[src/sv/x86e_pkg.sv]
package x86e_pkg;

    // Instruction kinds, numbered densely
    localparam logic [5:0] M_JMP_REL     = 6'd0;
    localparam logic [5:0] M_CALL_REL    = 6'd1;
    localparam logic [5:0] M_JMP_REG     = 6'd2;
    localparam logic [5:0] M_MOV_IMM32   = 6'd3;
    localparam logic [5:0] M_MOV_IMM64   = 6'd4;
    localparam logic [5:0] M_MOV_RR      = 6'd5;
    localparam logic [5:0] M_LOAD        = 6'd6;
    localparam logic [5:0] M_STORE       = 6'd7;
    localparam logic [5:0] M_RET         = 6'd8;
    localparam logic [5:0] M_PUSH        = 6'd9;
    localparam logic [5:0] M_POP         = 6'd10;
    localparam logic [5:0] M_ADD         = 6'd11;
    localparam logic [5:0] M_SUB         = 6'd12;
    localparam logic [5:0] M_AND         = 6'd13;
    localparam logic [5:0] M_XOR         = 6'd14;
    localparam logic [5:0] M_OR          = 6'd15;
    localparam logic [5:0] M_NOT         = 6'd16;
    localparam logic [5:0] M_TEST        = 6'd17;
    localparam logic [5:0] M_CMP         = 6'd18;
    localparam logic [5:0] M_IMUL_RR     = 6'd19;
    localparam logic [5:0] M_IMUL_RAX    = 6'd20;
    localparam logic [5:0] M_IDIV        = 6'd21;
    localparam logic [5:0] M_CALL_REG    = 6'd22;
    localparam logic [5:0] M_JE          = 6'd23;
    localparam logic [5:0] M_JNE         = 6'd24;
    localparam logic [5:0] M_JG          = 6'd25;
    localparam logic [5:0] M_JL          = 6'd26;
    localparam logic [5:0] M_JGE         = 6'd27;
    localparam logic [5:0] M_JLE         = 6'd28;
    localparam logic [5:0] M_JA          = 6'd29;
    localparam logic [5:0] M_JB          = 6'd30;
    localparam logic [5:0] M_JAE         = 6'd31;
    localparam logic [5:0] M_JBE         = 6'd32;
    localparam logic [5:0] M_MOVQ_G_X    = 6'd33;
    localparam logic [5:0] M_MOVQ_X_G    = 6'd34;
    localparam logic [5:0] M_MOVQ_X_X    = 6'd35;
    localparam logic [5:0] M_MOVQ_X_M    = 6'd36;
    localparam logic [5:0] M_MOVQ_M_X    = 6'd37;
    localparam logic [5:0] M_ADDSD       = 6'd38;
    localparam logic [5:0] M_SUBSD       = 6'd39;
    localparam logic [5:0] M_MULSD       = 6'd40;
    localparam logic [5:0] M_DIVSD       = 6'd41;
    localparam logic [5:0] M_PXOR        = 6'd42;
    localparam logic [5:0] M_COMISD      = 6'd43;
    localparam logic [5:0] M_CVTTSD2SI   = 6'd44;
    localparam logic [5:0] M_CVTSI2SD    = 6'd45;

    localparam int MAX_BYTES = 10;

    // Fixed prefix and opcode bytes
    localparam logic [7:0] B_REX_B   = 8'h41;
    localparam logic [7:0] B_REX_W   = 8'h48;
    localparam logic [7:0] B_REX_WB  = 8'h49;
    localparam logic [7:0] B_JMP     = 8'he9;
    localparam logic [7:0] B_CALL    = 8'he8;
    localparam logic [7:0] B_ESC     = 8'h0f;
    localparam logic [7:0] B_PFX_F2  = 8'hf2;
    localparam logic [7:0] B_PFX_66  = 8'h66;
    localparam logic [7:0] B_PFX_F3  = 8'hf3;
    localparam logic [1:0] MOD_REG   = 2'b11;
    localparam logic [1:0] MOD_MEM   = 2'b00;
    localparam logic [7:0] B_MOV_IMM = 8'hb8;
    localparam logic [7:0] B_RET     = 8'hc3;

    typedef logic [MAX_BYTES-1:0][7:0] t_bytes;

    // Encoded instruction passed from encoder to serializer
    typedef struct packed {
        t_bytes     bytes;
        logic [3:0] count;
    } t_enc_instr;

    // Low three bits of the hardware register number
    function automatic logic [2:0] lo3(input logic [4:0] r);
        logic [2:0] v;
        case (r)
            5'd0:    v = 3'd0;
            5'd1:    v = 3'd3;
            5'd2:    v = 3'd1;
            5'd3:    v = 3'd2;
            5'd4:    v = 3'd7;
            5'd5:    v = 3'd6;
            5'd6, 5'd14:  v = 3'd0;
            5'd7, 5'd15:  v = 3'd1;
            5'd8, 5'd16:  v = 3'd2;
            5'd9, 5'd17:  v = 3'd3;
            5'd10, 5'd18: v = 3'd4;
            5'd11, 5'd19: v = 3'd5;
            5'd12, 5'd20: v = 3'd6;
            5'd13, 5'd21: v = 3'd7;
            default: v = 3'd0;
        endcase
        return v;
    endfunction

    // Any code from r8 upward sets the REX extension bit
    function automatic logic ext(input logic [4:0] r);
        return (r >= 5'd6);
    endfunction

    function automatic logic [7:0] rex_w(input logic [4:0] reg_op, input logic [4:0] rm_op);
        return B_REX_W | {5'b0, ext(reg_op), 1'b0, ext(rm_op)};
    endfunction

    function automatic logic [7:0] modrm(input logic [1:0] md, input logic [4:0] reg_op,
                                         input logic [4:0] rm_op);
        return {md, lo3(reg_op), lo3(rm_op)};
    endfunction

    // Register-register ALU opcode
    function automatic logic [7:0] alu_op(input logic [5:0] m);
        logic [7:0] v;
        case (m)
            M_ADD:   v = 8'h01;
            M_SUB:   v = 8'h29;
            M_AND:   v = 8'h21;
            M_XOR:   v = 8'h31;
            M_OR:    v = 8'h09;
            M_TEST:  v = 8'h85;
            M_CMP:   v = 8'h39;
            default: v = 8'h89;
        endcase
        return v;
    endfunction

    // Second opcode byte of the conditional jumps
    function automatic logic [7:0] jcc_op(input logic [5:0] m);
        logic [7:0] v;
        case (m)
            M_JE:    v = 8'h84;
            M_JNE:   v = 8'h85;
            M_JG:    v = 8'h8f;
            M_JL:    v = 8'h8c;
            M_JGE:   v = 8'h8d;
            M_JLE:   v = 8'h8e;
            M_JA:    v = 8'h87;
            M_JB:    v = 8'h82;
            M_JAE:   v = 8'h83;
            default: v = 8'h86;
        endcase
        return v;
    endfunction

    function automatic logic [7:0] sd_op(input logic [5:0] m);
        logic [7:0] v;
        case (m)
            M_ADDSD: v = 8'h58;
            M_SUBSD: v = 8'h5c;
            M_MULSD: v = 8'h59;
            default: v = 8'h5e;
        endcase
        return v;
    endfunction

endpackage

[src/sv/x86e_encode.sv]
module x86e_encode
    import x86e_pkg::*;
(
    input  logic [5:0]        i_mode,
    input  logic [4:0]        i_first_reg,
    input  logic [4:0]        i_second_reg,
    input  logic signed [63:0] i_immediate,
    output t_enc_instr        o_instr
);

    logic [4:0] a;
    logic [4:0] s;
    logic [2:0] lo_a;
    logic       ea;
    logic       es;
    t_bytes     body;
    logic [3:0] body_cnt;
    logic       pfx_en;

    assign a    = i_first_reg;
    assign s    = i_second_reg;
    assign lo_a = lo3(a);
    assign ea   = ext(a);
    assign es   = ext(s);

    // Build the instruction body; an optional REX.B prefix is prepended below
    always_comb begin
        body     = '0;
        body_cnt = 4'd0;
        pfx_en   = 1'b0;
        unique case (i_mode) inside
            M_JMP_REL, M_CALL_REL: begin
                body[0]  = (i_mode == M_JMP_REL) ? B_JMP : B_CALL;
                body[1]  = i_immediate[7:0];
                body[2]  = i_immediate[15:8];
                body[3]  = i_immediate[23:16];
                body[4]  = i_immediate[31:24];
                body_cnt = 4'd5;
            end
            M_JMP_REG, M_CALL_REG: begin
                pfx_en   = ea;
                body[0]  = 8'hff;
                body[1]  = ((i_mode == M_JMP_REG) ? 8'he0 : 8'hd0) | {5'b0, lo_a};
                body_cnt = 4'd2;
            end
            M_MOV_IMM32: begin
                pfx_en   = ea;
                body[0]  = B_MOV_IMM | {5'b0, lo_a};
                body[1]  = i_immediate[7:0];
                body[2]  = i_immediate[15:8];
                body[3]  = i_immediate[23:16];
                body[4]  = i_immediate[31:24];
                body_cnt = 4'd5;
            end
            M_MOV_IMM64: begin
                body[0]  = ea ? B_REX_WB : B_REX_W;
                body[1]  = B_MOV_IMM | {5'b0, lo_a};
                body[2]  = i_immediate[7:0];
                body[3]  = i_immediate[15:8];
                body[4]  = i_immediate[23:16];
                body[5]  = i_immediate[31:24];
                body[6]  = i_immediate[39:32];
                body[7]  = i_immediate[47:40];
                body[8]  = i_immediate[55:48];
                body[9]  = i_immediate[63:56];
                body_cnt = 4'd10;
            end
            M_MOV_RR, M_ADD, M_SUB, M_AND, M_XOR, M_OR, M_TEST, M_CMP: begin
                body[0]  = rex_w(s, a);
                body[1]  = alu_op(i_mode);
                body[2]  = modrm(MOD_REG, s, a);
                body_cnt = 4'd3;
            end
            M_LOAD: begin
                body[0]  = rex_w(a, s);
                body[1]  = 8'h8b;
                body[2]  = modrm(MOD_MEM, a, s);
                body_cnt = 4'd3;
            end
            M_STORE: begin
                body[0]  = rex_w(s, a);
                body[1]  = 8'h89;
                body[2]  = modrm(MOD_MEM, s, a);
                body_cnt = 4'd3;
            end
            M_RET: begin
                body[0]  = B_RET;
                body_cnt = 4'd1;
            end
            M_PUSH, M_POP: begin
                pfx_en   = ea;
                body[0]  = ((i_mode == M_PUSH) ? 8'h50 : 8'h58) | {5'b0, lo_a};
                body_cnt = 4'd1;
            end
            M_NOT, M_IMUL_RAX, M_IDIV: begin
                body[0]  = B_REX_W | {7'b0, ea};
                body[1]  = 8'hf7;
                body[2]  = ((i_mode == M_NOT) ? 8'hd0 :
                            (i_mode == M_IMUL_RAX) ? 8'he8 : 8'hf8) | {5'b0, lo_a};
                body_cnt = 4'd3;
            end
            M_IMUL_RR: begin
                body[0]  = rex_w(a, s);
                body[1]  = B_ESC;
                body[2]  = 8'haf;
                body[3]  = modrm(MOD_REG, a, s);
                body_cnt = 4'd4;
            end
            [M_JE:M_JBE]: begin
                body[0]  = B_ESC;
                body[1]  = jcc_op(i_mode);
                body[2]  = i_immediate[7:0];
                body[3]  = i_immediate[15:8];
                body[4]  = i_immediate[23:16];
                body[5]  = i_immediate[31:24];
                body_cnt = 4'd6;
            end
            M_MOVQ_G_X: begin
                body[0]  = B_PFX_66;
                body[1]  = B_REX_W | {7'b0, ea};
                body[2]  = B_ESC;
                body[3]  = 8'h7e;
                body[4]  = modrm(MOD_REG, s, a);
                body_cnt = 4'd5;
            end
            M_MOVQ_X_G: begin
                body[0]  = B_PFX_66;
                body[1]  = B_REX_W | {7'b0, es};
                body[2]  = B_ESC;
                body[3]  = 8'h6e;
                body[4]  = modrm(MOD_REG, a, s);
                body_cnt = 4'd5;
            end
            M_MOVQ_X_X, M_MOVQ_X_M: begin
                body[0]  = B_PFX_F3;
                body[1]  = B_ESC;
                body[2]  = 8'h7e;
                body[3]  = modrm((i_mode == M_MOVQ_X_X) ? MOD_REG : MOD_MEM, a, s);
                body_cnt = 4'd4;
            end
            M_MOVQ_M_X: begin
                body[0]  = B_PFX_66;
                body[1]  = B_ESC;
                body[2]  = 8'hd6;
                body[3]  = modrm(MOD_MEM, s, a);
                body_cnt = 4'd4;
            end
            [M_ADDSD:M_DIVSD]: begin
                body[0]  = B_PFX_F2;
                body[1]  = B_ESC;
                body[2]  = sd_op(i_mode);
                body[3]  = modrm(MOD_REG, a, s);
                body_cnt = 4'd4;
            end
            M_PXOR, M_COMISD: begin
                body[0]  = B_PFX_66;
                body[1]  = B_ESC;
                body[2]  = (i_mode == M_PXOR) ? 8'hef : 8'h2f;
                body[3]  = modrm(MOD_REG, a, s);
                body_cnt = 4'd4;
            end
            M_CVTTSD2SI: begin
                body[0]  = B_PFX_F2;
                body[1]  = B_REX_W | {5'b0, ea, 2'b0};
                body[2]  = B_ESC;
                body[3]  = 8'h2c;
                body[4]  = modrm(MOD_REG, a, s);
                body_cnt = 4'd5;
            end
            M_CVTSI2SD: begin
                body[0]  = B_PFX_F2;
                body[1]  = B_REX_W | {7'b0, es};
                body[2]  = B_ESC;
                body[3]  = 8'h2a;
                body[4]  = modrm(MOD_REG, a, s);
                body_cnt = 4'd5;
            end
            default: begin
                body_cnt = 4'd0;
            end
        endcase
    end

    // Prepend REX.B where the single register operand is extended
    always_comb begin
        if (pfx_en) begin
            o_instr.bytes = {body[MAX_BYTES-2:0], B_REX_B};
            o_instr.count = body_cnt + 4'd1;
        end else begin
            o_instr.bytes = body;
            o_instr.count = body_cnt;
        end
    end

endmodule

[src/sv/x86e_serializer.sv]
module x86e_serializer
    import x86e_pkg::*;
(
    input  logic       i_clk,
    input  logic       i_rst_n,
    input  logic       i_load,
    input  t_enc_instr i_instr,
    input  logic       i_ready,
    output logic       o_valid,
    output logic [7:0] o_byte,
    output logic       o_last,
    output logic       o_free
);

    logic       r_valid;
    logic [3:0] r_idx;
    logic [3:0] r_cnt;
    t_bytes     r_buf;
    logic       n_valid;
    logic [3:0] n_idx;

    assign o_valid = r_valid;
    assign o_byte  = r_buf[r_idx];
    assign o_last  = (r_idx == r_cnt - 4'd1);
    // Free when empty or when the final byte leaves this cycle
    assign o_free  = !r_valid || (i_ready && o_last);

    // Advance through the buffered bytes; reload on a new instruction
    always_comb begin
        n_valid = r_valid;
        n_idx   = r_idx;
        if (i_load) begin
            n_valid = (i_instr.count != 4'd0);
            n_idx   = 4'd0;
        end else if (r_valid && i_ready) begin
            if (o_last) begin
                n_valid = 1'b0;
            end else begin
                n_idx = r_idx + 4'd1;
            end
        end
    end

    always_ff @(posedge i_clk) begin
        if (!i_rst_n) begin
            r_valid <= 1'b0;
            r_idx   <= 4'd0;
        end else begin
            r_valid <= n_valid;
            r_idx   <= n_idx;
        end
    end

    // Hold the payload; no reset needed
    always_ff @(posedge i_clk) begin
        if (i_load) begin
            r_buf <= i_instr.bytes;
            r_cnt <= i_instr.count;
        end
    end

endmodule

[src/sv/x86_64_instruction_encoder_unit.sv]
// x86-64 instruction encoder.
// Input channel (i_in_valid / o_in_ready) takes one instruction request per
// transaction: kind, two register codes and a 64-bit immediate.
// Output channel (o_out_valid / i_out_ready) returns the machine code one byte
// per transaction, with o_last_byte high on the final byte.
// A request is first captured in the input register, encoded by one pass of
// combinational logic and loaded into the byte buffer once the buffer is
// free, and the first byte is offered right after that load.
// The buffer sends one byte per cycle while the receiver is ready. An
// instruction holds 1 to 10 bytes (three to five typical); the input register
// can take the next request while the buffer is sending, and the next request
// is loaded in the same cycle that the last byte of the previous one is taken.
// Unknown kinds produce no bytes and leave the byte buffer empty.
// When the receiver stalls the current byte holds and the input register
// fills, after which o_in_ready drops.
// Reset (i_rst_n low, synchronous) empties the input register and the byte
// buffer; no state is kept between instructions.
module x86_64_instruction_encoder_unit
    import x86e_pkg::*;
(
    input  logic               i_clk,
    input  logic               i_rst_n,
    input  logic               i_in_valid,
    output logic               o_in_ready,
    input  logic [5:0]         i_mode,
    input  logic [4:0]         i_first_reg,
    input  logic [4:0]         i_second_reg,
    input  logic signed [63:0] i_immediate,
    output logic               o_out_valid,
    input  logic               i_out_ready,
    output logic [7:0]         o_code_byte,
    output logic               o_last_byte
);

    logic               r_in_valid;
    logic               n_in_valid;
    logic [5:0]         r_mode;
    logic [4:0]         r_first_reg;
    logic [4:0]         r_second_reg;
    logic signed [63:0] r_immediate;
    t_enc_instr         enc;
    logic               buf_free;
    logic               load;
    logic               in_take;

    assign load       = r_in_valid && buf_free;
    assign o_in_ready = !r_in_valid || buf_free;
    assign in_take    = i_in_valid && o_in_ready;

    // Input register: fill on a transaction, drain into the byte buffer
    always_comb begin
        n_in_valid = r_in_valid;
        if (in_take) begin
            n_in_valid = 1'b1;
        end else if (load) begin
            n_in_valid = 1'b0;
        end
    end

    always_ff @(posedge i_clk) begin
        if (!i_rst_n) begin
            r_in_valid <= 1'b0;
        end else begin
            r_in_valid <= n_in_valid;
        end
    end

    always_ff @(posedge i_clk) begin
        if (in_take) begin
            r_mode       <= i_mode;
            r_first_reg  <= i_first_reg;
            r_second_reg <= i_second_reg;
            r_immediate  <= i_immediate;
        end
    end

    x86e_encode u_encode (
        .i_mode       (r_mode),
        .i_first_reg  (r_first_reg),
        .i_second_reg (r_second_reg),
        .i_immediate  (r_immediate),
        .o_instr      (enc)
    );

    x86e_serializer u_serializer (
        .i_clk   (i_clk),
        .i_rst_n (i_rst_n),
        .i_load  (load),
        .i_instr (enc),
        .i_ready (i_out_ready),
        .o_valid (o_out_valid),
        .o_byte  (o_code_byte),
        .o_last  (o_last_byte),
        .o_free  (buf_free)
    );

    // A non-final byte taken always leaves another byte pending
    a_more_bytes: assert property (@(posedge i_clk) disable iff (!i_rst_n)
        (o_out_valid && i_out_ready && !o_last_byte) |=> o_out_valid)
        else $error("byte stream broke before last byte");

    // Final byte taken with nothing loaded empties the output
    a_drain: assert property (@(posedge i_clk) disable iff (!i_rst_n)
        (o_out_valid && i_out_ready && o_last_byte && !load) |=> !o_out_valid)
        else $error("output stayed valid after final byte");

    // A load never overwrites an instruction still being sent
    a_no_overwrite: assert property (@(posedge i_clk) disable iff (!i_rst_n)
        load |-> (!o_out_valid || (i_out_ready && o_last_byte)))
        else $error("byte buffer overwritten mid-instruction");

    // An accepted request is held in the input register
    a_capture: assert property (@(posedge i_clk) disable iff (!i_rst_n)
        in_take |=> r_in_valid)
        else $error("accepted request lost");

endmodule
[config.mk]
export PLATFORM = sky130hd
export DESIGN_NAME = x86_64_instruction_encoder_unit
export DESIGN_NICKNAME = d
export VERILOG_FILES = /design/src/sv/x86e_pkg.sv /design/src/sv/x86e_encode.sv /design/src/sv/x86e_serializer.sv /design/src/sv/x86_64_instruction_encoder_unit.sv
export SDC_FILE = /design/constraint.sdc
export NUM_CORES = 1
export LEC_CHECK = 0
export CORE_UTILIZATION = 35
export CTS_CLUSTER_DIAMETER = 150
export DETAILED_ROUTE_END_ITERATION = 10
export DONT_BUFFER_PORTS = 1
export PLACE_DENSITY = 0.51
export SLEW_MARGIN = 20
export SYNTH_ARGS = -nofsm -noshare
export SYNTH_HDL_FRONTEND = slang
export SYNTH_SLANG_ARGS = --single-unit
[constraint.sdc]
create_clock -name i_clk -period 5.35 [get_ports i_clk]
set_clock_uncertainty 0.2 [all_clocks]
set_input_delay 0.8025 -clock i_clk [delete_from_list [all_inputs] [get_ports i_clk]]
set_output_delay 0.8025 -clock i_clk [all_outputs]
set_load 0.005 [all_outputs]
Word-level counts from Yosys, hierarchy flattened --
Memories as Yosys holds them, arrays and structs flattened. A register that Yosys moved wholly into a read port is not among the register bits. Index checks and enable logic that the tools add are counted.
Storage, ports and cells: register bits 170, memory bits (read-only) 2528, input bits 84, output and inout port bits 11, word-level logic and storage cells 186, memories 26
Memories:
- (no name shown) | words 32, bits a word 4, read ports 1, clocked after Yosys merged registers in 1, wr ports 0, RTL line x86e_pkg.sv:132 | case (m)
- (no name shown) | words 32, bits a word 3, read ports 1, clocked after Yosys merged registers in 1, wr ports 0, RTL line x86e_pkg.sv:79 | case (r)
- (no name shown) | words 32, bits a word 3, read ports 1, clocked after Yosys merged registers in 1, wr ports 0, RTL line x86e_pkg.sv:79
- (no name shown) | words 32, bits a word 3, read ports 1, clocked after Yosys merged registers in 1, wr ports 0, RTL line x86e_pkg.sv:79
- (no name shown) | words 32, bits a word 3, read ports 1, clocked after Yosys merged registers in 1, wr ports 0, RTL line x86e_pkg.sv:79
- (no name shown) | words 32, bits a word 3, read ports 1, clocked after Yosys merged registers in 1, wr ports 0, RTL line x86e_pkg.sv:79
- 20 more memories
Operators by class: $add $sub $neg 3, magnitude comparators 7, eq/ne operators 35, mux-type cells 54, bitwise operators 5, reductions and logical operators 38
Operators by type and width (number):
- case mux 8 bit (12 select lines) | 2
- 2-to-1 mux 5 bit | 27
- case mux 8 bit (13 select lines) | 1
- case mux 8 bit (11 select lines) | 1
- 2-to-1 mux 84 bit | 1
- == test 6 bit, second input constant | 12
- case mux 8 bit (7 select lines) | 1
- == test 6 x 4 -> 1 bit, second input constant | 8
- case mux 8 bit (6 select lines) | 1
- == test 6 x 5 -> 1 bit, second input constant | 7
- 2-to-1 mux 8 bit | 5
- binary-select mux 8 bit (select 4 bit) | 1
- 2-to-1 mux 32 bit | 1
- case mux 4 bit (7 select lines) | 1
- == test 6 x 3 -> 1 bit, second input constant | 4
- OR 8 x 3 -> 8 bit | 3
- OR reduction 2 bit | 9
- OR reduction 7 bit | 2
- OR reduction 13 bit | 1
- == test 6 x 2 -> 1 bit, second input constant | 2
- <= comparator 6 bit, second input constant | 2
- OR reduction 3 bit | 4
- >= comparator 5 x 3 -> 1 bit, second input constant | 2
- OR reduction 5 bit | 2
- other kinds (23) | 42

Logic depth before layout (Yosys ltp) --
Gate-level depths: netlist of the first run.
depth after elaboration 8, gate-level depth with buffers 16

Modules after synthesis --
Synthesis of the first run repeated with hierarchy kept, for this count alone.
Second synthesis, totals: cell total of the unflattened synthesis 798, area total of the unflattened synthesis 9572.9 µm²
By module, submodules not included:
- x86e_encode | instances 1, cells an instance 533, area an instance 3599.7 µm², sequential area each 0.0 µm²
- x86e_serializer | instances 1, cells an instance 179, area an instance 3505.9 µm², sequential area each 2622.5 µm²
- x86_64_instruction_encoder_unit | instances 1, cells an instance 86, area an instance 2467.4 µm², sequential area each 2422.3 µm²

Worst setup path after synthesis of the first run --
Ideal clock, no wire load.
path type reg-to-reg, start point register u_serializer.r_cnt[0], end point register u_serializer.r_buf[0] (netlist name) (enable), setup time 527 ps, data arrival time 4885 ps, data required time 4623 ps, setup slack -262 ps, stages on the path, launching flop included 8, path buffers 0, period minus slack after synthesis 5612 ps, path through edfxtp_1 > inv_1 > ha_1 > xor3_1 > nor3_1 > and2_1 > a21boi_1 > nor2_1
On the way: cells in the longest elaborated chain, start to end 5
RTL lines:
- start: declaration | RTL line x86e_serializer.sv:17 | logic [3:0] r_cnt;
- start signal: assignment | RTL line x86e_serializer.sv:58 | r_cnt <= i_instr.count;
- subtractor 4 x 1 -> 4 bit | RTL line x86e_serializer.sv:24 | assign o_last = (r_idx == r_cnt - 4'd1);
- == test 4 bit | RTL line x86e_serializer.sv:24
- net o_last_byte | RTL line x86_64_instruction_encoder_unit.sv:32 | output logic o_last_byte
- logical AND 1 bit | RTL line x86e_serializer.sv:26 | assign o_free = !r_valid || (i_ready && o_last);
- logical OR 1 bit | RTL line x86e_serializer.sv:26
- logical AND 1 bit | RTL line x86_64_instruction_encoder_unit.sv:46 | assign load = r_in_valid && buf_free;
- net load | RTL line x86_64_instruction_encoder_unit.sv:43 | logic load;
- end signal: assignment | RTL line x86e_serializer.sv:57 | r_buf <= i_instr.bytes;
- end: declaration | RTL line x86e_serializer.sv:18 | t_bytes r_buf;
The timed path passes the listed nets, and every way through them passes these cells. A chain may end at the register's enable or synchronous reset.

Worst setup path in the final report of the first run --
start point register u_serializer.r_idx[2], end point output o_in_ready
On the way: cells in the longest elaborated chain, start to end 4
RTL lines:
- start: declaration | RTL line x86e_serializer.sv:16 | logic [3:0] r_idx;
- start signal: assignment | RTL line x86e_serializer.sv:50 | r_idx <= n_idx;
- == test 4 bit | RTL line x86e_serializer.sv:24
- net o_last_byte | RTL line x86_64_instruction_encoder_unit.sv:32
- logical AND 1 bit | RTL line x86e_serializer.sv:26
- logical OR 1 bit | RTL line x86e_serializer.sv:26
- logical OR 1 bit | RTL line x86_64_instruction_encoder_unit.sv:47 | assign o_in_ready = !r_in_valid || buf_free;
- end: declaration | RTL line x86_64_instruction_encoder_unit.sv:24 | output logic o_in_ready,
The timed path passes the listed nets, and every way through them passes these cells.

==> impl_metrics.json, run 1 <==
{
  "cts_hold_buf": 0,
  "drt_iter0_drc": 772,
  "synthDistinctLibCells": 82,
  "dieWidth_um": 170.0,
  "worstHoldStart": "i_immediate[9]",
  "timing.hold.ws_ns": 0.2536,
  "fmax_ghz": 0.2863,
  "gp_congestion": 0.9729,
  "drtPass1Iterations": 8,
  "rsz0062_at_grt": "no",
  "grt_pass1_vias": 6897,
  "wl_mm": 26.88,
  "drv_slew": 0,
  "r2r_cells": 12,
  "setup-violations-final": 0,
  "yosysMostFrequentCell": "edfxtp_1",
  "p_leak_nw": 3.729,
  "top_regs": "u_serializer.r_buf (80), r_immediate (64), r_mode (6)",
  "cts_buffers": 17,
  "drc": 0,
  "outcome": "finished clean",
  "syn_area_sq_mm": 0.009876,
  "maxSlewHeadroom": 0.2979,
  "grt_max_degree": 85,
  "required_ns": 4.35,
  "end_kind": "output pin",
  "die_area_sq_mm": 0.02889,
  "cp_num_cells": 5,
  "start_kind": "register",
  "worst-path-buf-inv": 0,
  "grt_pass1_wl_mm": 40.98,
  "startpoint": "u_serializer.r_idx[2]$_SDFFE_PP0P_",
  "via_per_inst": 5.712,
  "period_share": 0.6528,
  "cts_setup_buffers": 0,
  "synth_flop_cell": "edfxtp_1",
  "antenna_found_initial": 0,
  "tritoncts": "yes",
  "num_vias": 6986,
  "largest_reg_flops": 80,
  "setup_tns_ns": 0,
  "hp-class": "in -> reg",
  "port_buffers": 0,
  "worstPathArrival_ns": 2.49,
  "critPathKind": "reg -> out",
  "syn_avg_cell_area_sq_um": 11.43,
  "synth_cells": 864,
  "cts_buffer_depth": 2,
  "ant_nets": 0,
  "crit_chain": "xor3_1 > nor3_1 > and2_1 > a21boi_1 > nand2_1",
  "grt-ovfl-total": 0,
  "synth_seq_cells": 180,
  "max-cap-violations": 0,
  "ios": 95,
  "ys_seq_area_frac": 0.5311,
  "cp_max_fo": 20,
  "r2r_slack_ns": 1.90,
  "cp_top_family": "flip-flops",
  "syn_nets": 955,
  "root_buffer": "clkbuf_16",
  "path_clk_slew_ns": 0.09,
  "wire_per_inst_um": 21.98,
  "netlist_top_cells_area": "edfxtp_1, mux4_2, dfxtp_1",
  "final.setup.worst_slack_ns": 1.858,
  "die_height_um": 170.0,
  "drive_above_1_share": 0.1325,
  "reg2reg_to": "u_encode.lo_a[0]$_DFF_P_",
  "rows": 61,
  "hold_violations": 0,
  "cp_slowest_stage_delay_ns": 0.77,
  "synth-edff-count": 164,
  "initial_core_util": 0.3555,
  "synthTopCellsByCount": "edfxtp_1, nand2_1, nor2_1, a21oi_1, and2_1",
  "cts_resized": 0,
  "clock_latency_ns": 0.44,
  "dp_hpwl_mm": 18.77,
  "async_flop_share": 0,
  "coreArea_sq_mm": 0.02778,
  "ys_warn_count": 0,
  "peakVddDrop_v": 0.0001993,
  "synthToLayoutAreaGrowth_pct": 8.932,
  "htree_levels": 4,
  "synth_top_area_cell": "edfxtp_1",
  "endpoint": "o_in_ready",
  "period_needed_ns": 3.492,
  "cts.sinks": 180,
  "place_ws_ns": 1.839,
  "worst_path_max_delay_cell": "dfxtp_1",
  "nNetsFinal": 923,
  "antennaDiodeCount": 0,
  "p_per_area_mw_per_mm2": 331.3,
  "r2r_start": "u_serializer.r_cnt[0]$_DFFE_PP_",
  "grtUsageTotal": 0.1885,
  "top_register": "u_serializer.r_buf",
  "worst_pin_slew_ns": 1.051,
  "yosys.area.top_type_share": 0.4987
}
[stage by stage]
step | std cells | utilization | power, W | instance area [sq um]
after floorplan | 864 | - | 0.002141 | 9878
after global placement | 1190 | 0.3639 | 0.002292 | 10110
after detailed placement | 1190 | 0.3639 | 0.002293 | 10110
after CTS | 1222 | 0.3862 | 0.003587 | 10730
after global routing | 1223 | 0.3872 | 0.003703 | 10760
final | 1223 | 0.3872 | 0.003564 | 10760
[where the power goes]
part | internal [W] | switching [W]
clock | 0.000647 | 0.000649
sequential | 0.00167 | 0.0000815
combinational | 0.000200 | 0.000322
[how the worst min path moves through the flow]
| stage | end | depth (start not counted) |
|---|---|---|
| final | r_immediate[9]$_DFFE_PN_ | 0 |
| after global routing | r_immediate[60]$_DFFE_PN_ | 0 |
| after CTS | r_immediate[59]$_DFFE_PN_ | 0 |
| after detailed placement | u_serializer.r_buf[57]$_DFFE_PP_ | 1 |
| after global placement | u_serializer.r_buf[50]$_DFFE_PP_ | 1 |
| after floorplan | u_serializer.r_buf[48]$_DFFE_PP_ | 1 |
[placed cells by master, fill, tap and decap left out, drive strengths merged, types with 6 or more instances in the layout]
| cell type | instances |
|---|---|
| a222oi | 8 |
| o22ai | 10 |
| nor3 | 18 |
| xor2 | 7 |
| inv | 28 |
| buf | 20 |
| a22o | 10 |
| a211oi | 10 |
| nand3 | 12 |
| edfxtp | 164 |
| xnor2 | 14 |
| clkbuf | 17 |
| nor2b | 12 |
| o21ai | 43 |
| clkinv | 8 |
| o21a | 6 |
| or2 | 7 |
| mux2 | 26 |
| nand4 | 6 |
| nand2 | 78 |
| a21oi | 55 |
| a221o | 15 |
| a221oi | 16 |
| dfxtp | 16 |
| ha | 7 |
| nor2 | 58 |
| mux4 | 16 |
| nor4 | 6 |
| nand2b | 17 |
| mux2i | 17 |
| and2 | 38 |
[cell families after synthesis]
group | Yosys count | synth area share
AOI/OAI and AO/OA | 226 | 0.1637
buffers and inverters | 92 | 0.04840
DFF | 180 | 0.5311
muxes | 59 | 0.08337
xor gates and xnor gates | 22 | 0.02103
and+or+nand+nor | 278 | 0.1435
adders and majority gates | 7 | 0.008868
[per-layer routing]
metal  vias to the layer above  share of wire  track usage
li1                       3239              -            -
met2                       272           0.46       0.2945
met1                      3433           0.45       0.2542
met3                        42          0.066      0.04233
met4                         0          0.025      0.07246
met5                         -              0            0
[final cells by class]
class                      count  area (sq um)
clock buffer                  17         425.4
clock inverter                15         196.4
fill                        2721         17020
inverter                      21         80.08
multi-input combinational    592          4167
sequential                   180          5246
tap                          378         473.0
timing repair buffer          20         170.2
No activity file was read; power rests on OpenSTA's default activity.
==> inputs of run 2 (changes only) <==
Clock period 5.35 ns to 3 ns, I/O delays scaled along.
==> run 2 against run 1 <==
  * Hold slack worse by 0.22 ns
  * Clock power is 79% higher
  * The flow now finishes with violations (DRC)
  * Global-route usage is 1.3 points higher
  * Register-to-register slack worse by 1.8 ns
  * Critical path depth is 2 higher
==> impl_metrics.json, run 2 (synthesis gave the netlist of run 1 again) <==
{
  "outcome": "complete, but fails checks",
  "violations": "DRC",
  "drt_iter0_drc": 791,
  "cp_max_fo": 15,
  "worst_path_max_delay_cell": "edfxtp_1",
  "top_regs": "u_serializer.r_buf (80), r_immediate (64), r_mode (6)",
  "worstPathArrival_ns": 2.86,
  "end_kind": "register",
  "clock_latency_ns": 0.44,
  "grtUsageTotal": 0.2018,
  "port_buffers": 0,
  "drive_above_1_share": 0.1805,
  "pwr-share-seq": 0.470,
  "maxSlewHeadroom": 0.4963,
  "max-cap-violations": 0,
  "synthToLayoutAreaGrowth_pct": 23.35,
  "place_area_sq_mm": 0.01072,
  "root_buffer": "clkbuf_16",
  "period_share": 0.9557,
  "critPathKind": "reg -> reg",
  "num_vias": 7573,
  "htree_levels": 4,
  "nNetsFinal": 1064,
  "fin_area_sq_mm": 0.01218,
  "die_area_sq_mm": 0.02889,
  "via_per_inst": 5.552,
  "wl_mm": 28.59,
  "nFillCells": 2627,
  "stdcell_count": 1364,
  "ant_nets": 0,
  "p_leak_nw": 4.400,
  "dp_cells": 1249,
  "wire_per_inst_um": 20.96,
  "drtPass1Iterations": 8,
  "antennaDiodeCount": 0,
  "crit_chain": "buf_4 > nor2b_1 > xnor2_1 > a21oi_1 > o21bai_1 > a211o_1 > mux2_2",
  "pwr-share-clk": 0.353,
  "cts.sinks": 180,
  "dieWidth_um": 170.0,
  "drv_slew": 0,
  "largest_reg_flops": 80,
  "die_height_um": 170.0,
  "switchingPower_w": 0.001958,
  "cts_buffers": 17,
  "start_kind": "register",
  "cts_buffer_depth": 2,
  "min_path_cells": 2,
  "power_switching_share": 0.2966,
  "drc": 2,
  "combPwrFrac": 0.176,
  "setup-violations-final": 0,
  "rows": 61,
  "r2r_cells": 7,
  "internal_power_w": 0.004642,
  "period_needed_ns": 2.867,
  "grt-ovfl-total": 0,
  "gp_congestion": 0.9419,
  "layout_common_cells": "edfxtp_1, dlygate4sd3_1, nand2_1, buf_4, nor2_1",
  "fmax_ghz": 0.3488,
  "final_common_cell": "edfxtp_1",
  "hp-class": "in -> reg",
  "initial_core_util": 0.3555,
  "rsz0062_at_grt": "no",
  "worst_pin_slew_ns": 0.7487,
  "grt_max_degree": 75,
  "antenna_found_initial": 0,
  "ios": 95,
  "cp_slowest_stage_delay_ns": 0.59,
  "tritoncts": "yes",
  "multi_input_area_sq_mm": 0.004212,
  "grt_pass1_wl_mm": 43.15,
  "power_w": 0.006599,
  "path_clk_slew_ns": 0.08,
  "seq_area_sq_mm": 0.005246,
  "dp_hpwl_mm": 20.46,
  "peakVddDrop_v": 0.0003682,
  "p_per_area_mw_per_mm2": 541.7,
  "grt_pass1_vias": 7308,
  "required_ns": 3.00,
  "top_register": "u_serializer.r_buf",
  "coreArea_sq_mm": 0.02778,
  "setup_tns_ns": 0,
  "hold_violations": 0
}
## run 2: cell count changes in the layout (fill, tap and decap cells not counted), sizes merged
cell and delta:
buf +59, clkinv -2, dlygate4sd3 +82, clkinvlp +2
## run 2: layout make-up
cell class                 count  area share
sequential                   180      0.4307
multi-input combinational    592      0.3457
timing repair buffer         161      0.1277
tap                          378     0.03882
clock buffer                  17     0.03492
clock inverter                15     0.01551
inverter                      21    0.006676
## run 2: timing repair
action | 4_1_cts | 5_1_grt
endpoints found under the hold margin | 84 | 0
hold buffers | 82 | 0
setup endpoints to repair | 0 | 13
gates resized for setup | 0 | 2
setup buffers | 0 | 1
## run 2: critical path, delay by kind of cell, from the launching register on
family / cells / cell delay [ns]
AO/OA/AOI/OAI: 3 / 0.63
XOR/XNOR: 1 / 0.15
buffers and inverters: 1 / 0.28
flip-flops: 1 / 0.59
multiplexers: 1 / 0.28
AND/OR/NAND/NOR: 1 / 0.50
## run 2: path summary, 6_finish.rpt
check                                  from                          endpoint  slack (ns)
setup / recovery        r_mode[3]$_DFFE_PN_  u_serializer.r_buf[27]$_DFFE_PP_        0.13
hold / removal                    i_mode[2]                          register        0.04
setup reg to reg        r_mode[3]$_DFFE_PN_  u_serializer.r_buf[27]$_DFFE_PP_        0.13
hold reg to reg   r_immediate[47]$_DFFE_PN_  u_serializer.r_buf[63]$_DFFE_PP_        0.31
## run 2: power by group through the flow
stage / Combinational [W] / Sequential (W) / Clock, W
2_1_floorplan: 0.000751 / 0.00308 / 0
3_3_place_gp: 0.00106 / 0.00316 / 0
3_5_place_dp: 0.00106 / 0.00316 / 0
4_1_cts: 0.00115 / 0.00310 / 0.00237
5_1_grt: 0.00126 / 0.00312 / 0.00246
6_report: 0.00116 / 0.00310 / 0.00233
## run 2: through the flow
step | setup WS [ns] | util | hold slack (ns)
floorplan | -0.1207 | - | 0.2967
global placement | 0.1141 | 0.3857 | 0.3015
detailed placement | 0.06792 | 0.3857 | 0.3024
CTS | 0.03497 | 0.4374 | 0.01879
global route | 0.03081 | 0.4385 | 0.04082
finish | 0.1328 | 0.4385 | 0.03684
## run 2: per-layer routing
| layer | track usage | vias up | wire (um) | share of wire |
|---|---|---|---|---|
| met5 | 0 | - | 0 | 0 |
| met4 | 0.07873 | 0 | 735 | 0.026 |
| met3 | 0.03558 | 44 | 1719 | 0.060 |
| met2 | 0.3177 | 286 | 13380 | 0.47 |
| met1 | 0.2758 | 3714 | 12750 | 0.45 |
| li1 | - | 3529 | - | - |
==> inputs of run 3 (changes only) <==
Settings changed: RECOVER_POWER set to 25.
==> run 3 against run 2 <==
  * The flow still finishes with violations (DRC)
  * Core utilization is essentially flat
  * Clock power is essentially flat
  * Power is essentially flat
  * Sequential power is essentially flat
  * Hold slack is essentially flat
  * First-iteration DRC count shrank 3.2%
  * Highest routed layer unchanged
==> impl_metrics.json, run 3 (synthesis gave the netlist of run 1 again) <==
{
  "required_ns": 3.00,
  "grt-ovfl-total": 0,
  "max-cap-violations": 0,
  "hp-class": "in -> reg",
  "power_w": 0.006596,
  "critPathKind": "reg -> reg",
  "grtUsageTotal": 0.2018,
  "r2r_start": "r_mode[3]$_DFFE_PN_",
  "tritoncts": "yes",
  "peakVddDrop_v": 0.0003678,
  "initial_core_util": 0.3555,
  "worstHoldStart": "i_mode[2]",
  "drv_slew": 0,
  "dieWidth_um": 170.0,
  "final_common_cell": "edfxtp_1",
  "die_height_um": 170.0,
  "rsz0062_at_grt": "no",
  "worstPathArrival_ns": 2.86,
  "cts.sinks": 180,
  "maxSlewHeadroom": 0.5004,
  "drt_iter0_drc": 766,
  "dp_hpwl_mm": 20.46,
  "path_clk_slew_ns": 0.08,
  "gp_congestion": 0.9419,
  "root_buffer": "clkbuf_16",
  "cp_max_fo": 15,
  "ios": 95,
  "antennaDiodeCount": 0,
  "rows": 61,
  "clock_latency_ns": 0.44,
  "grt_pass1_wl_mm": 43.15,
  "grt_max_degree": 75,
  "ant_nets": 0,
  "drc": 2,
  "drtPass1Iterations": 8,
  "coreArea_sq_mm": 0.02778,
  "r2r_slack_ns": 0.14,
  "layout_common_cells": "edfxtp_1, dlygate4sd3_1, nand2_1, buf_4, nor2_1",
  "die_area_sq_mm": 0.02889,
  "num_vias": 7570,
  "antenna_found_initial": 0,
  "p_leak_nw": 4.401,
  "via_per_inst": 5.550,
  "min_path_cells": 2,
  "port_buffers": 0,
  "largest_reg_flops": 80,
  "drive_above_1_share": 0.1785,
  "end_kind": "register",
  "place_ws_ns": 0.06792,
  "top_register": "u_serializer.r_buf",
  "p_per_area_mw_per_mm2": 542.0,
  "setup-violations-final": 0,
  "top_regs": "u_serializer.r_buf (80), r_immediate (64), r_mode (6)",
  "period_share": 0.9540,
  "reg2reg_to": "u_serializer.r_buf[27]$_DFFE_PP_",
  "fmax_ghz": 0.3494,
  "synthToLayoutAreaGrowth_pct": 23.22,
  "r2r_cells": 7,
  "start_kind": "register",
  "cts_buffer_depth": 2,
  "nFillCells": 2629,
  "worst_pin_slew_ns": 0.7425,
  "period_needed_ns": 2.862,
  "final.setup.worst_slack_ns": 0.1379,
  "wl_mm": 28.52,
  "htree_levels": 4,
  "grt_pass1_vias": 7308,
  "violations": "DRC",
  "cts_buffers": 17,
  "nNetsFinal": 1064,
  "wire_per_inst_um": 20.91,
  "hold_violations": 0,
  "outcome": "complete, but fails checks"
}
run 3: worst max-delay path, stage by stage, from the launching register on:
cell and delay [ns]:
edfxtp_1 0.58, buf_4 0.28, nor2b_1 0.50, xnor2_1 0.15, a21oi_1 0.18, o21bai_1 0.12
a211o_1 0.33, mux2_2 0.28
run 3: stage by stage:
stage / instances / hold slack (ns) / util / TNS, ns / cell area [sq um]
after global placement: 1249 / 0.3015 / 0.3857 / 0 / 10720
after global routing: 1364 / 0.04082 / 0.4380 / 0 / 12170
after detailed placement: 1249 / 0.3024 / 0.3857 / 0 / 10720
after floorplan: 864 / 0.2967 / - / -10.14 / 9925
after CTS: 1363 / 0.01879 / 0.4374 / 0 / 12150
final: 1364 / 0.03697 / 0.4380 / 0 / 12170
run 3: how the worst max path moves through the flow:
stage / from / end / slack, ns / cells past startpoint
after CTS: u_serializer.r_idx[0]$_SDFFE_PP0P_ / o_code_byte[0] / 0.03 / 4
after floorplan: u_serializer.r_cnt[0]$_DFFE_PP_ / u_serializer.r_buf[0]$_SDFFCE_PP1P_ / -0.12 / 7
after global routing: r_mode[3]$_DFFE_PN_ / u_serializer.r_buf[16]$_DFFE_PP_ / 0.03 / 8
after detailed placement: u_serializer.r_cnt[0]$_DFFE_PP_ / u_encode.lo_a[2]$_DFF_P_ / 0.07 / 10
final: r_mode[3]$_DFFE_PN_ / u_serializer.r_buf[27]$_DFFE_PP_ / 0.14 / 7
after global placement: u_serializer.r_cnt[0]$_DFFE_PP_ / u_encode.lo_a[0]$_DFF_P_ / 0.11 / 15
run 3: layout make-up:
| class | count | area [sq um] | area share |
|---|---|---|---|
| sequential | 180 | 5246 | 0.4311 |
| multi-input combinational | 592 | 4199 | 0.3451 |
| timing repair buffer | 161 | 1555 | 0.1278 |
| tap | 378 | 473.0 | 0.03886 |
| clock buffer | 17 | 425.4 | 0.03496 |
| clock inverter | 15 | 188.9 | 0.01553 |
| inverter | 21 | 81.33 | 0.006683 |
run 3: what timing repair did:
item	4_1_cts	5_1_grt
resized for setup	0	2
hold buffers	82	0
hold endpoints to repair	84	0
endpoints found under the setup margin	0	13
setup buffers	0	1
run 3: routing by layer:
metal,global-route usage,part of all wire,vias up
met2,0.3177,0.47,267
met1,0.2758,0.45,3727
met5,0,0,-
met4,0.07873,0.027,0
met3,0.03558,0.061,48
li1,-,-,3528
run 3: power by group:
group	internal [W]	switching [W]
logic	0.000525	0.000635
clock network	0.00115	0.00119
registers	0.00297	0.000135
